[config.mk]
export PLATFORM = sky130hd
export DESIGN_NAME = tcw_ctrl
export DESIGN_NICKNAME = d
export VERILOG_FILES = /design/src/rtl/text_console_writer_macros.svh /design/src/rtl/tcw_pkg.sv /design/src/rtl/tcw_ctrl.sv
export SDC_FILE = /design/constraint.sdc
export NUM_CORES = 1
export LEC_CHECK = 0
export ABC_CLOCK_PERIOD_IN_PS = 5140
export BUFFER_PORTS_ARGS = -buffer_cell sky130_fd_sc_hd__buf_2
export CAP_MARGIN = 40
export CORE_MARGIN = 2
export CORE_UTILIZATION = 50
export CTS_CLUSTER_DIAMETER = 40
export DETAILED_ROUTE_END_ITERATION = 7
export HOLD_SLACK_MARGIN = 0.02
export PLACE_DENSITY = 0.83
export SKIP_CTS_REPAIR_TIMING = 1
export SYNTH_ARGS = -nofsm -noshare
export SYNTH_HDL_FRONTEND = slang
export SYNTH_SLANG_ARGS = --single-unit
[constraint.sdc]
create_clock -name clk -period 5.14 [get_ports clk]
set_clock_uncertainty 0.15 [all_clocks]
set_input_delay 0.771 -clock clk [delete_from_list [all_inputs] [get_ports clk]]
set_output_delay 0.771 -clock clk [all_outputs]
set_load 0.02 [all_outputs]
[src/rtl/text_console_writer_macros.svh]
// Assertion macros for the text console writer.
// Used by the top level only; expects signals clk and arst_n in scope.
`ifndef TEXT_CONSOLE_WRITER_MACROS_SVH
`define TEXT_CONSOLE_WRITER_MACROS_SVH

// Consequent must hold in the same cycle as the antecedent.
`define TCW_ASSERT_SAME(label, ante, cons, msg) \
	label: assert property (@(posedge clk) disable iff (!arst_n) (ante) |-> (cons)) \
		else $error(msg);

// Consequent must hold in the cycle after the antecedent.
`define TCW_ASSERT_NEXT(label, ante, cons, msg) \
	label: assert property (@(posedge clk) disable iff (!arst_n) (ante) |=> (cons)) \
		else $error(msg);

`endif

[src/rtl/tcw_pkg.sv]
// Shared types, codes and constants of the text console writer.
// No dependencies; imported by every module of the block.
package tcw_pkg;

	localparam int DEF_COLS = 80;
	localparam int DEF_ROWS = 25;

	localparam int FUNC_W = 2;
	localparam int CH_W   = 8;
	localparam int ATTR_W = 8;
	localparam int COL_W  = 7;
	localparam int ROW_W  = 5;
	localparam int POS_W  = 12;
	localparam int CELL_W = CH_W + ATTR_W;

	localparam logic [FUNC_W-1:0] FUNC_PUT   = 2'd0;
	localparam logic [FUNC_W-1:0] FUNC_READ  = 2'd1;
	localparam logic [FUNC_W-1:0] FUNC_CLEAR = 2'd2;

	localparam logic [CH_W-1:0] CH_NEWLINE   = 8'h0A;
	localparam logic [CH_W-1:0] CH_TAB       = 8'h09;
	localparam logic [CH_W-1:0] CH_BACKSPACE = 8'h08;
	localparam logic [CH_W-1:0] CH_BLANK     = 8'h20;
	localparam logic [CH_W-1:0] CH_ERROR     = 8'h45;

	localparam logic [ATTR_W-1:0] ATTR_DEFAULT = 8'h0F;
	localparam int TAB_STEP = 4;

	typedef struct packed {
		logic [FUNC_W-1:0] func;
		logic [CH_W-1:0]   ch;
		logic [ATTR_W-1:0] attrib;
		logic              use_cursor;
		logic [COL_W-1:0]  col;
		logic [ROW_W-1:0]  row;
	} item_t;

	typedef struct packed {
		logic [POS_W-1:0]  position;
		logic              range_error;
		logic [CH_W-1:0]   read_char;
		logic [ATTR_W-1:0] read_attr;
	} result_t;

endpackage

[src/rtl/tcw_ctrl.sv]
// Sequencer of the text console writer: decodes a request, updates the cursor,
// drives the cell store and runs the scroll, clear and power-up sweeps.
// Depends on tcw_pkg.
module tcw_ctrl import tcw_pkg::*; #(
	parameter int SCREEN_COLS = DEF_COLS,
	parameter int SCREEN_ROWS = DEF_ROWS,
	localparam int CELLS = SCREEN_COLS * SCREEN_ROWS,
	localparam int AW = $clog2(CELLS)
) (
	input  logic              clk,
	input  logic              arst_n,
	input  logic              item_valid,
	input  item_t             item,
	output logic              item_ready,
	output logic              res_valid,
	output result_t           res,
	input  logic              res_free,
	output logic              mem_we,
	output logic [AW-1:0]     mem_waddr,
	output logic [CELL_W-1:0] mem_wdata,
	output logic              mem_re,
	output logic [AW-1:0]     mem_raddr,
	input  logic [CELL_W-1:0] mem_rdata
);

	localparam int CW = $clog2(SCREEN_COLS);
	localparam int RW = $clog2(SCREEN_ROWS + 1);
	localparam int COPY_END = CELLS - SCREEN_COLS;

	localparam logic [2:0] ST_INIT  = 3'd0;
	localparam logic [2:0] ST_IDLE  = 3'd1;
	localparam logic [2:0] ST_EXEC  = 3'd2;
	localparam logic [2:0] ST_READ  = 3'd3;
	localparam logic [2:0] ST_SWEEP = 3'd4;
	localparam logic [2:0] ST_DONE  = 3'd5;

	logic [2:0]        state_q;
	item_t             item_q;
	logic [RW-1:0]     cur_row_q;
	logic [CW-1:0]     cur_col_q;
	logic [AW-1:0]     cnt_q;
	logic              copy_q;
	logic [CELL_W-1:0] fill_q;
	logic              wr_s1;
	logic [AW-1:0]     waddr_s1;
	logic              copy_s1;
	logic              err_q;
	logic [POS_W-1:0]  errpos_q;
	logic [CH_W-1:0]   rchar_q;
	logic [ATTR_W-1:0] rattr_q;

	logic [POS_W-1:0]  lin;
	logic              off_screen;
	logic [RW-1:0]     base_row;
	logic [CW-1:0]     base_col;
	logic [AW-1:0]     base_idx;
	logic [AW-1:0]     cur_idx;
	logic [ATTR_W-1:0] attr_eff;
	logic [CW:0]       col_sum;
	logic              col_wrap;
	logic [RW-1:0]     next_row;
	logic [CW-1:0]     next_col;
	logic              put_write;
	logic              copy_rd;
	logic              sweep_last;

	assign lin = POS_W'(POS_W'(item_q.row) * POS_W'(SCREEN_COLS) + POS_W'(item_q.col));
	assign off_screen = (int'(item_q.col) >= SCREEN_COLS) || (int'(item_q.row) >= SCREEN_ROWS);

	assign base_row = item_q.use_cursor ? cur_row_q : RW'(item_q.row);
	assign base_col = item_q.use_cursor ? cur_col_q : CW'(item_q.col);
	assign base_idx = AW'(AW'(base_row) * AW'(SCREEN_COLS) + AW'(base_col));
	assign cur_idx  = AW'(AW'(cur_row_q) * AW'(SCREEN_COLS) + AW'(cur_col_q));

	assign attr_eff = (item_q.attrib == '0) ? ATTR_DEFAULT : item_q.attrib;

	// A tab spills at most a few cells into the next row, never two rows.
	assign col_sum  = (CW + 1)'(base_col) + ((item_q.ch == CH_TAB) ? (CW + 1)'(TAB_STEP)
		: (CW + 1)'(1));
	assign col_wrap = col_sum >= (CW + 1)'(SCREEN_COLS);

	always_comb begin
		next_row  = base_row;
		next_col  = base_col;
		put_write = 1'b1;
		case (item_q.ch)
			CH_NEWLINE: begin
				next_row  = base_row + RW'(1);
				next_col  = '0;
				put_write = 1'b0;
			end
			CH_BACKSPACE: begin
			end
			default: begin
				if (item_q.ch == CH_TAB) begin
					put_write = 1'b0;
				end
				if (col_wrap) begin
					next_row = base_row + RW'(1);
					next_col = CW'(col_sum - (CW + 1)'(SCREEN_COLS));
				end else begin
					next_col = CW'(col_sum);
				end
			end
		endcase
	end

	assign copy_rd    = copy_q && (int'(cnt_q) < COPY_END);
	assign sweep_last = (cnt_q == AW'(CELLS - 1));

	// Store port: each sweep write follows its read in the next cycle, through the _s1 stage.
	always_comb begin
		mem_we    = wr_s1;
		mem_waddr = waddr_s1;
		mem_wdata = copy_s1 ? mem_rdata : fill_q;
		mem_re    = 1'b0;
		mem_raddr = AW'(cnt_q + AW'(SCREEN_COLS));
		unique case (state_q)
			ST_INIT, ST_SWEEP: begin
				mem_re = copy_rd;
			end
			ST_EXEC: begin
				unique case (item_q.func)
					FUNC_PUT: begin
						if (!item_q.use_cursor && off_screen) begin
							mem_we    = 1'b1;
							mem_waddr = AW'(CELLS - 1);
							mem_wdata = {ATTR_DEFAULT, CH_ERROR};
						end else begin
							mem_we    = put_write;
							mem_waddr = base_idx;
							mem_wdata = {attr_eff,
								(item_q.ch == CH_BACKSPACE) ? CH_BLANK : item_q.ch};
						end
					end
					FUNC_READ: begin
						mem_re    = !off_screen;
						mem_raddr = AW'(lin);
					end
					default: begin
					end
				endcase
			end
			default: begin
			end
		endcase
	end

	assign item_ready          = (state_q == ST_IDLE);
	assign res_valid           = (state_q == ST_DONE);
	assign res.position        = err_q ? errpos_q : POS_W'(cur_idx);
	assign res.range_error     = err_q;
	assign res.read_char       = rchar_q;
	assign res.read_attr       = rattr_q;

	always_ff @(posedge clk) begin
		if (item_valid && item_ready) begin
			item_q <= item;
		end
	end

	always_ff @(posedge clk or negedge arst_n) begin
		if (!arst_n) begin
			state_q   <= ST_INIT;
			cur_row_q <= '0;
			cur_col_q <= '0;
			cnt_q     <= '0;
			copy_q    <= 1'b0;
			fill_q    <= '0;
			wr_s1     <= 1'b0;
			waddr_s1  <= '0;
			copy_s1   <= 1'b0;
			err_q     <= 1'b0;
			errpos_q  <= '0;
			rchar_q   <= '0;
			rattr_q   <= '0;
		end else begin
			wr_s1 <= 1'b0;
			unique case (state_q)
				ST_INIT, ST_SWEEP: begin
					wr_s1    <= 1'b1;
					waddr_s1 <= cnt_q;
					copy_s1  <= copy_rd;
					cnt_q    <= cnt_q + AW'(1);
					if (sweep_last) begin
						state_q <= (state_q == ST_INIT) ? ST_IDLE : ST_DONE;
					end
				end
				ST_IDLE: begin
					if (item_valid) begin
						state_q <= ST_EXEC;
					end
				end
				ST_EXEC: begin
					err_q   <= 1'b0;
					rchar_q <= '0;
					rattr_q <= '0;
					cnt_q   <= '0;
					state_q <= ST_DONE;
					unique case (item_q.func)
						FUNC_PUT: begin
							if (!item_q.use_cursor && off_screen) begin
								err_q    <= 1'b1;
								errpos_q <= lin;
							end else if (int'(next_row) == SCREEN_ROWS) begin
								// Ran off the end: scroll up and zero the last row.
								cur_row_q <= RW'(SCREEN_ROWS - 1);
								cur_col_q <= next_col;
								fill_q    <= '0;
								copy_q    <= 1'b1;
								state_q   <= ST_SWEEP;
							end else begin
								cur_row_q <= next_row;
								cur_col_q <= next_col;
							end
						end
						FUNC_READ: begin
							if (off_screen) begin
								err_q    <= 1'b1;
								errpos_q <= lin;
							end else begin
								state_q <= ST_READ;
							end
						end
						FUNC_CLEAR: begin
							cur_row_q <= '0;
							cur_col_q <= '0;
							fill_q    <= {ATTR_DEFAULT, CH_BLANK};
							copy_q    <= 1'b0;
							state_q   <= ST_SWEEP;
						end
						default: begin
						end
					endcase
				end
				ST_READ: begin
					rchar_q <= mem_rdata[CH_W-1:0];
					rattr_q <= mem_rdata[CELL_W-1:CH_W];
					state_q <= ST_DONE;
				end
				ST_DONE: begin
					if (res_free) begin
						state_q <= ST_IDLE;
					end
				end
				default: begin
					state_q <= ST_IDLE;
				end
			endcase
		end
	end

endmodule

# Word-level counts from Yosys, hierarchy flattened

Cells that the tools add are included.

$add $sub $neg: 8
Multipliers: 3
Div/mod/pow operators: 0
Order comparisons: 4
Equality and inequality tests: 19
Shift-type cells: 0
Mux-type cells: 56
Bitwise operators: 0
Reductions and logical operators: 18

Operator list:

| kind                                                                | number |
|---|---|
| 16-bit 2-to-1 mux                                                   | 6 |
| 11-bit 2-to-1 mux                                                   | 5 |
| 12-bit 2-to-1 mux                                                   | 3 |
| 16-bit one-hot mux with 2 select lines                              | 1 |
| 8-bit one-hot mux with 2 select lines                               | 2 |
| 7-bit one-hot mux with 2 select lines                               | 2 |
| 8-bit by 4-bit == test with 1-bit output (second input constant)    | 3 |
| 12-bit one-hot mux with 2 select lines                              | 1 |
| 11-bit by 7-bit adder with 11-bit output                            | 2 |
| 11-bit one-hot mux with 2 select lines                              | 1 |
| 7-bit 2-to-1 mux                                                    | 3 |
| 5-bit 2-to-1 mux                                                    | 4 |
| 5-bit one-hot mux with 2 select lines                               | 2 |
| 3-bit 2-to-1 mux                                                    | 6 |
| 8-bit 2-to-1 mux                                                    | 2 |
| 3-bit one-hot mux with 5 select lines                               | 1 |
| 5-bit by 3-bit multiplier with 7-bit output (second input constant) | 2 |
| 12-bit by 7-bit adder with 12-bit output                            | 1 |
| 1-bit 2-to-1 mux                                                    | 12 |
| 2-bit inequality test (second input constant)                       | 6 |
| 11-bit by 1-bit adder with 11-bit output (second input constant)    | 1 |
| 11-bit by 7-bit adder with 11-bit output (second input constant)    | 1 |
| 11-bit == test (second input constant)                              | 1 |
| 11-bit < comparator (second input constant)                         | 1 |
| 26 further kinds                                                    | 39 |

Register bits: 116
Latch bits: 0
RAM bits: 0
Bits in read-only memories: 0
Input port bits: 51
Output and inout bits: 71
Word-level logic and storage cells: 127
Memories kept: 0

# Depth between registers and ports, before layout

Depth in word-level cells: 11
Gate-level depth with buffers: 16
Gate-level depth less buffers: 15

# Worst setup path before layout

OpenSTA, ideal clock, no wires.

Kind: reg2reg
Start point: register item_q[23] (netlist bit)
End point: register cur_row_q[4]
Arrival: 3947 ps
Data required time: 4868 ps
Path slack: 921 ps
Cell stages (with the launch flop): 16
Buffers on the path: 0
Period minus slack after synthesis: 4219 ps
Path through: edfxtp_1 > or4b_1 > nor3_1 > nand3b_1 > ha_1 > ha_1 > a21oi_1 > or2_1 > xnor2_1 > ha_1 > nor4b_1 > a22oi_2 > o22ai_4 > o21ai_2 > or3_1 > a32o_1

Longest elaborated chain between the ends: 10
Elaborated cells on any way between the ends: 12

RTL lines:

| item                                           | RTL line        | RTL |
|---|---|---|
| start, declared                                | tcw_ctrl.sv:38  | `item_t item_q;` |
| start signal, assigned                         | tcw_ctrl.sv:158 | `item_q <= item;` |
| 8-bit by 4-bit == test with 1-bit output       | tcw_ctrl.sv:78  | `assign col_sum = (CW + 1)'(base_col) + ((item_q.ch == CH_TAB) ? (CW + 1)'(TAB_STEP)` |
| 3-bit 2-to-1 mux                               | tcw_ctrl.sv:78  |  |
| 7-bit by 3-bit adder with 8-bit output         | tcw_ctrl.sv:78  |  |
| 8-bit by 7-bit >= comparator with 1-bit output | tcw_ctrl.sv:80  | `assign col_wrap = col_sum >= (CW + 1)'(SCREEN_COLS);` |
| 5-bit 2-to-1 mux                               | tcw_ctrl.sv:98  | `if (col_wrap) begin` |
| 5-bit one-hot mux with 2 select lines (*)      | tcw_ctrl.sv:86  | `case (item_q.ch)` |
| 5-bit by 4-bit == test with 1-bit output       | tcw_ctrl.sv:205 | `end else if (int'(next_row) == SCREEN_ROWS) begin` |
| 5-bit 2-to-1 mux (*)                           | tcw_ctrl.sv:205 |  |
| 5-bit 2-to-1 mux (*)                           | tcw_ctrl.sv:202 | `if (!item_q.use_cursor && off_screen) begin` |
| 5-bit one-hot mux with 2 select lines (*)      | tcw_ctrl.sv:200 | `unique case (item_q.func)` |
| end signal, assigned                           | tcw_ctrl.sv:207 | `cur_row_q <= RW'(SCREEN_ROWS - 1);` |
| end signal, assigned                           | tcw_ctrl.sv:213 | `cur_row_q <= next_row;` |
| end, declared                                  | tcw_ctrl.sv:39  | `logic [RW-1:0] cur_row_q;` |

Every way passes the cells marked *; elsewhere a longest branch is shown, timed or not. The select of a mux whose other input is x is not followed.
A chain may end at the register's enable or synchronous reset.

# Final worst setup path

Same ends and word-level chain as after synthesis.

==> summary.md <==
| Metric | Value |
|---|---|
| Worst ir drop on vdd | 0.334 mV |
| Required time worst endpoint | 5.22 ns |
| Number of levels the H-tree was split into | 3 |
| Top-level port count | 122 |
| Layout cells sized above 1 | 22.3% |
| Category of the critical setup timing path | reg -> reg |
| Area of the die | 0.0133 mm^2 |
| Sum Neg Setup Slack | 0 ns |
| FF+latch count, synth | 101 |
| Final cell area excluding filler cells | between 0.007 and 0.008 mm^2 |
| Final worst-path cycle share | 94.2% |
| Synthesis-to-layout area growth | 17.4% |
| Post-Route WL | 16900 um |
| Crit path time final | 4.84 ns |
| First-pass iteration count of the detailed router | 8 |
| Number of different library cells in the post-synthesis netlist | 63 |
| Number of cells on the worst reg-to-reg path | 15 |
| Final setup violation count | 0 |
| DR vias | 5478 |
| Setup crit start | item_q[23] |
| Number of nets in the synthesized netlist | 769 |
| Leakage power figure | 3.48 nW |
| First-pass GRT wire length | between 20000 and 30000 um |
| Max-cap check violation count | 0 |
| Startpoint types | flop |
| Cell chosen for the clock root | sky130_fd_sc_hd__clkbuf_16 |
| Syn Std Cell Area | 0.00621 mm^2 |
| Wirelength per Cell | 17.8 um |
| Largest net degree at the start of global routing | 34 |
| Worst-case clock buffer depth | 2 |
| Post-Syn Instances | 677 |
| Setup repair after global routing missed its margin | false |
| Element type at the critical path end | flop |
| Width of the die | between 100 and 150 um |
| Total number of nets in the final design | between 800 and 900 |
| Vias per std cell | 5.75 |
| Slew Limit Fails | 0 |
| Estimated wirelength of the detail-placed design | roughly 12000 um |
| RePlAce Congestion | about 0.94 |
| Placed Instance Area | 0.00696 mm^2 |
| Critical path fanouts, max | 8 |
| Number of clock sinks seen by CTS | 101 |
| Placed Cells incl. Taps | about 940 |
| Outcome | completed |
| Classification of the worst-slack hold path | in -> async |
| Data arrival at the endpoint of the critical path | 4.92 ns |
| Headroom to the max-slew limit | 48.6% |
| Register-to-register setup slack | roughly 0.3 ns |
| Fmax | 207 MHz |
| Synthesized area divided by synthesized cell count | 9.17 um^2 |
| Transition time of the tightest slew-check pin | 0.772 ns |
| Routed Antenna Nets | 0 |
| Power Dens Cells | 521 mW/mm^2 |
| Floorplan row count | 40 |
| Number of diodes | 0 |
| DRC violation total after the first TritonRoute iteration | 648 |
| GR Util All Layers | approximately a quarter |
| Number of antenna violations at the first check in global routing | 0 |
| Fraction of registers with async set/reset | 69.3% |
| TritonCTS clock tree | done |
| Worst reg2reg path startpoint | item_q[23] |
| EDFF count, synth | 31 |
| Fraction of the yosys area taken by sequential cells | 43.2% |
| Fill cell instance count of the final layout | between 1000 and 1500 |
| Total global routing overflow | 0 |
| Count of buffers from port buffering | around 120 |
| Initial standard-cell utilization of the core | 51.5% |
| Endpoint of the lowest-slack register-to-register path | cur_row_q[4] |
| Non-Filler Instances | 953 |
| Post-Route Hold Slack | 0.212 ns |
| Number of warnings printed during yosys synthesis | 0 |
| Vias in the first global route | 5063 |
| Hold violation count in the final report | 0 |
| Final standard cell utilization of the core | 60.4% |
| Num CTS Buffers | 9 |
| Insertion delay of the later-clocked pin in the worst-skew pair | roughly 0.35 ns |
| Height of the die | 115 um |
| Primary flip-flop cell chosen by synthesis mapping | sky130_fd_sc_hd__dfrtp_1 |
| Clock transition at the register clock pins on the worst setup and hold paths after CTS | 0.07 ns |
| Total core area | 0.0121 mm^2 |
| DRC violations left | 0 |
flip-flops by register name (all words and copies together), names as in the netlist:
signal	count
item_q	31
errpos_q	12
cnt_q	11
waddr_s1	11
rattr_q	8
rchar_q	8
cur_col_q	7
cur_row_q	5
state_q	3
copy_q	1
copy_s1	1
err_q	1
fill_q	1
wr_s1	1
report_power, final:
part | leakage, nW | internal [mW] | switching, mW
logic | 2.10 | 0.625 | 1.11
registers | 1.22 | 1.06 | 0.242
clock network | 0.156 | 0.444 | 0.311
total | 3.48 | 2.13 | 1.66
per-stage QoR:
stage	total power, mW	setup slack [ns]
floorplan	2.47	0.921
global placement	2.96	0.697
detailed placement	3.01	0.489
CTS	3.78	0.366
global route	4.02	0.0512
finish	3.79	0.300
synth_stat cells, drive strengths merged, types with 8 or more instances:
library cell / n / area [um^2]
xor2: 21 / 184
a21o: 8 / 60.1
nor2: 37 / 139
a31oi: 16 / 100
nand2: 138 / 518
ha: 35 / 438
mux2: 14 / 158
a21oi: 34 / 170
nand3: 16 / 80.1
xnor2: 13 / 114
clkbuf: 32 / 120
dfrtp: 70 / 1750
a22o: 8 / 70.1
edfxtp: 31 / 931
inv: 33 / 124
o21ai: 69 / 349
mux2i: 11 / 130
nor3: 10 / 50.1
per-layer routing:
metal / track usage [%] / part of all wire (%) / up-vias
met5: 0 / 0 / -
met4: 6.59 / 1.4 / 0
met3: 3.82 / 6.2 / 20
met2: 42.3 / 50 / 244
met1: 34.3 / 42 / 2644
li1: - / - / 2570
layout by cell type, fill, tap and decap left out, types with 3 or more instances in the layout:
| cell type | count |
|---|---|
| sky130_fd_sc_hd__fa_1 | 6 |
| sky130_fd_sc_hd__clkbuf_16 | 9 |
| sky130_fd_sc_hd__a32oi_1 | 3 |
| sky130_fd_sc_hd__nand3_1 | 16 |
| sky130_fd_sc_hd__and3_1 | 6 |
| sky130_fd_sc_hd__buf_2 | 121 |
| sky130_fd_sc_hd__inv_1 | 32 |
| sky130_fd_sc_hd__nand2_1 | 138 |
| sky130_fd_sc_hd__dfrtp_1 | 70 |
| sky130_fd_sc_hd__nand2b_1 | 4 |
| sky130_fd_sc_hd__nor2b_1 | 5 |
| sky130_fd_sc_hd__a22o_1 | 8 |
| sky130_fd_sc_hd__xor2_1 | 21 |
| sky130_fd_sc_hd__buf_4 | 8 |
| sky130_fd_sc_hd__nor3_1 | 9 |
| sky130_fd_sc_hd__a31oi_1 | 16 |
| sky130_fd_sc_hd__nor3b_1 | 4 |
| sky130_fd_sc_hd__o31ai_1 | 3 |
| sky130_fd_sc_hd__and2_1 | 3 |
| sky130_fd_sc_hd__a21o_1 | 8 |
| sky130_fd_sc_hd__o211ai_1 | 5 |
| sky130_fd_sc_hd__a21oi_1 | 34 |
| sky130_fd_sc_hd__xnor2_1 | 13 |
| sky130_fd_sc_hd__mux2_2 | 14 |
| sky130_fd_sc_hd__nor2_1 | 37 |
| sky130_fd_sc_hd__o21ai_0 | 66 |
| sky130_fd_sc_hd__mux2i_1 | 8 |
| sky130_fd_sc_hd__edfxtp_1 | 31 |
| sky130_fd_sc_hd__ha_1 | 35 |
logic make-up after synthesis:
group | after synthesis | synth area share [%]
adder cells (fa/ha/maj) | 41 | 8.99
AND/OR/NAND/NOR | 241 | 17.3
buffers and inverters | 71 | 4.59
multiplexers | 25 | 4.64
flip-flops | 101 | 43.2
XOR/XNOR | 34 | 4.80
AO/OA/AOI/OAI | 164 | 16.4
worst max-delay path, cell delays in order (launching register included):
cell and delay (ns):
sky130_fd_sc_hd__edfxtp_1 0.39, sky130_fd_sc_hd__or4b_1 0.59, sky130_fd_sc_hd__nor3_1 0.27, sky130_fd_sc_hd__nand3b_1 0.17, sky130_fd_sc_hd__ha_1 0.27, sky130_fd_sc_hd__ha_1 0.22
sky130_fd_sc_hd__a21oi_1 0.28, sky130_fd_sc_hd__or2_1 0.24, sky130_fd_sc_hd__xnor2_1 0.20, sky130_fd_sc_hd__ha_1 0.22, sky130_fd_sc_hd__nor4b_1 0.45, sky130_fd_sc_hd__a22oi_2 0.19
sky130_fd_sc_hd__o22ai_4 0.28, sky130_fd_sc_hd__o21ai_2 0.17, sky130_fd_sc_hd__or3_1 0.39, sky130_fd_sc_hd__a32o_1 0.26
worst max-delay path by stage:
| stage | to | slack, ns |
|---|---|---|
| 3_3_place_gp | cur_row_q[4] | 0.70 |
| 6_report | cur_row_q[4] | 0.30 |
| 3_5_place_dp | cur_row_q[4] | 0.49 |
| 5_1_grt | cur_row_q[4] | 0.05 |
| 2_1_floorplan | cur_row_q[4] | 0.92 |
| 4_1_cts | cur_row_q[4] | 0.37 |
layout make-up:
type / count / area (um^2) / share of cell area [%]
multi-input combinational: 505 / 3250 / 44.5
sequential: 101 / 2680 / 36.8
timing repair buffer: 130 / 693 / 9.51
clock buffer: 10 / 239 / 3.28
tap: 168 / 210 / 2.88
inverter: 33 / 124 / 1.70
clock inverter: 6 / 92.6 / 1.27
Note: power is estimated with default switching activity, not from simulation.
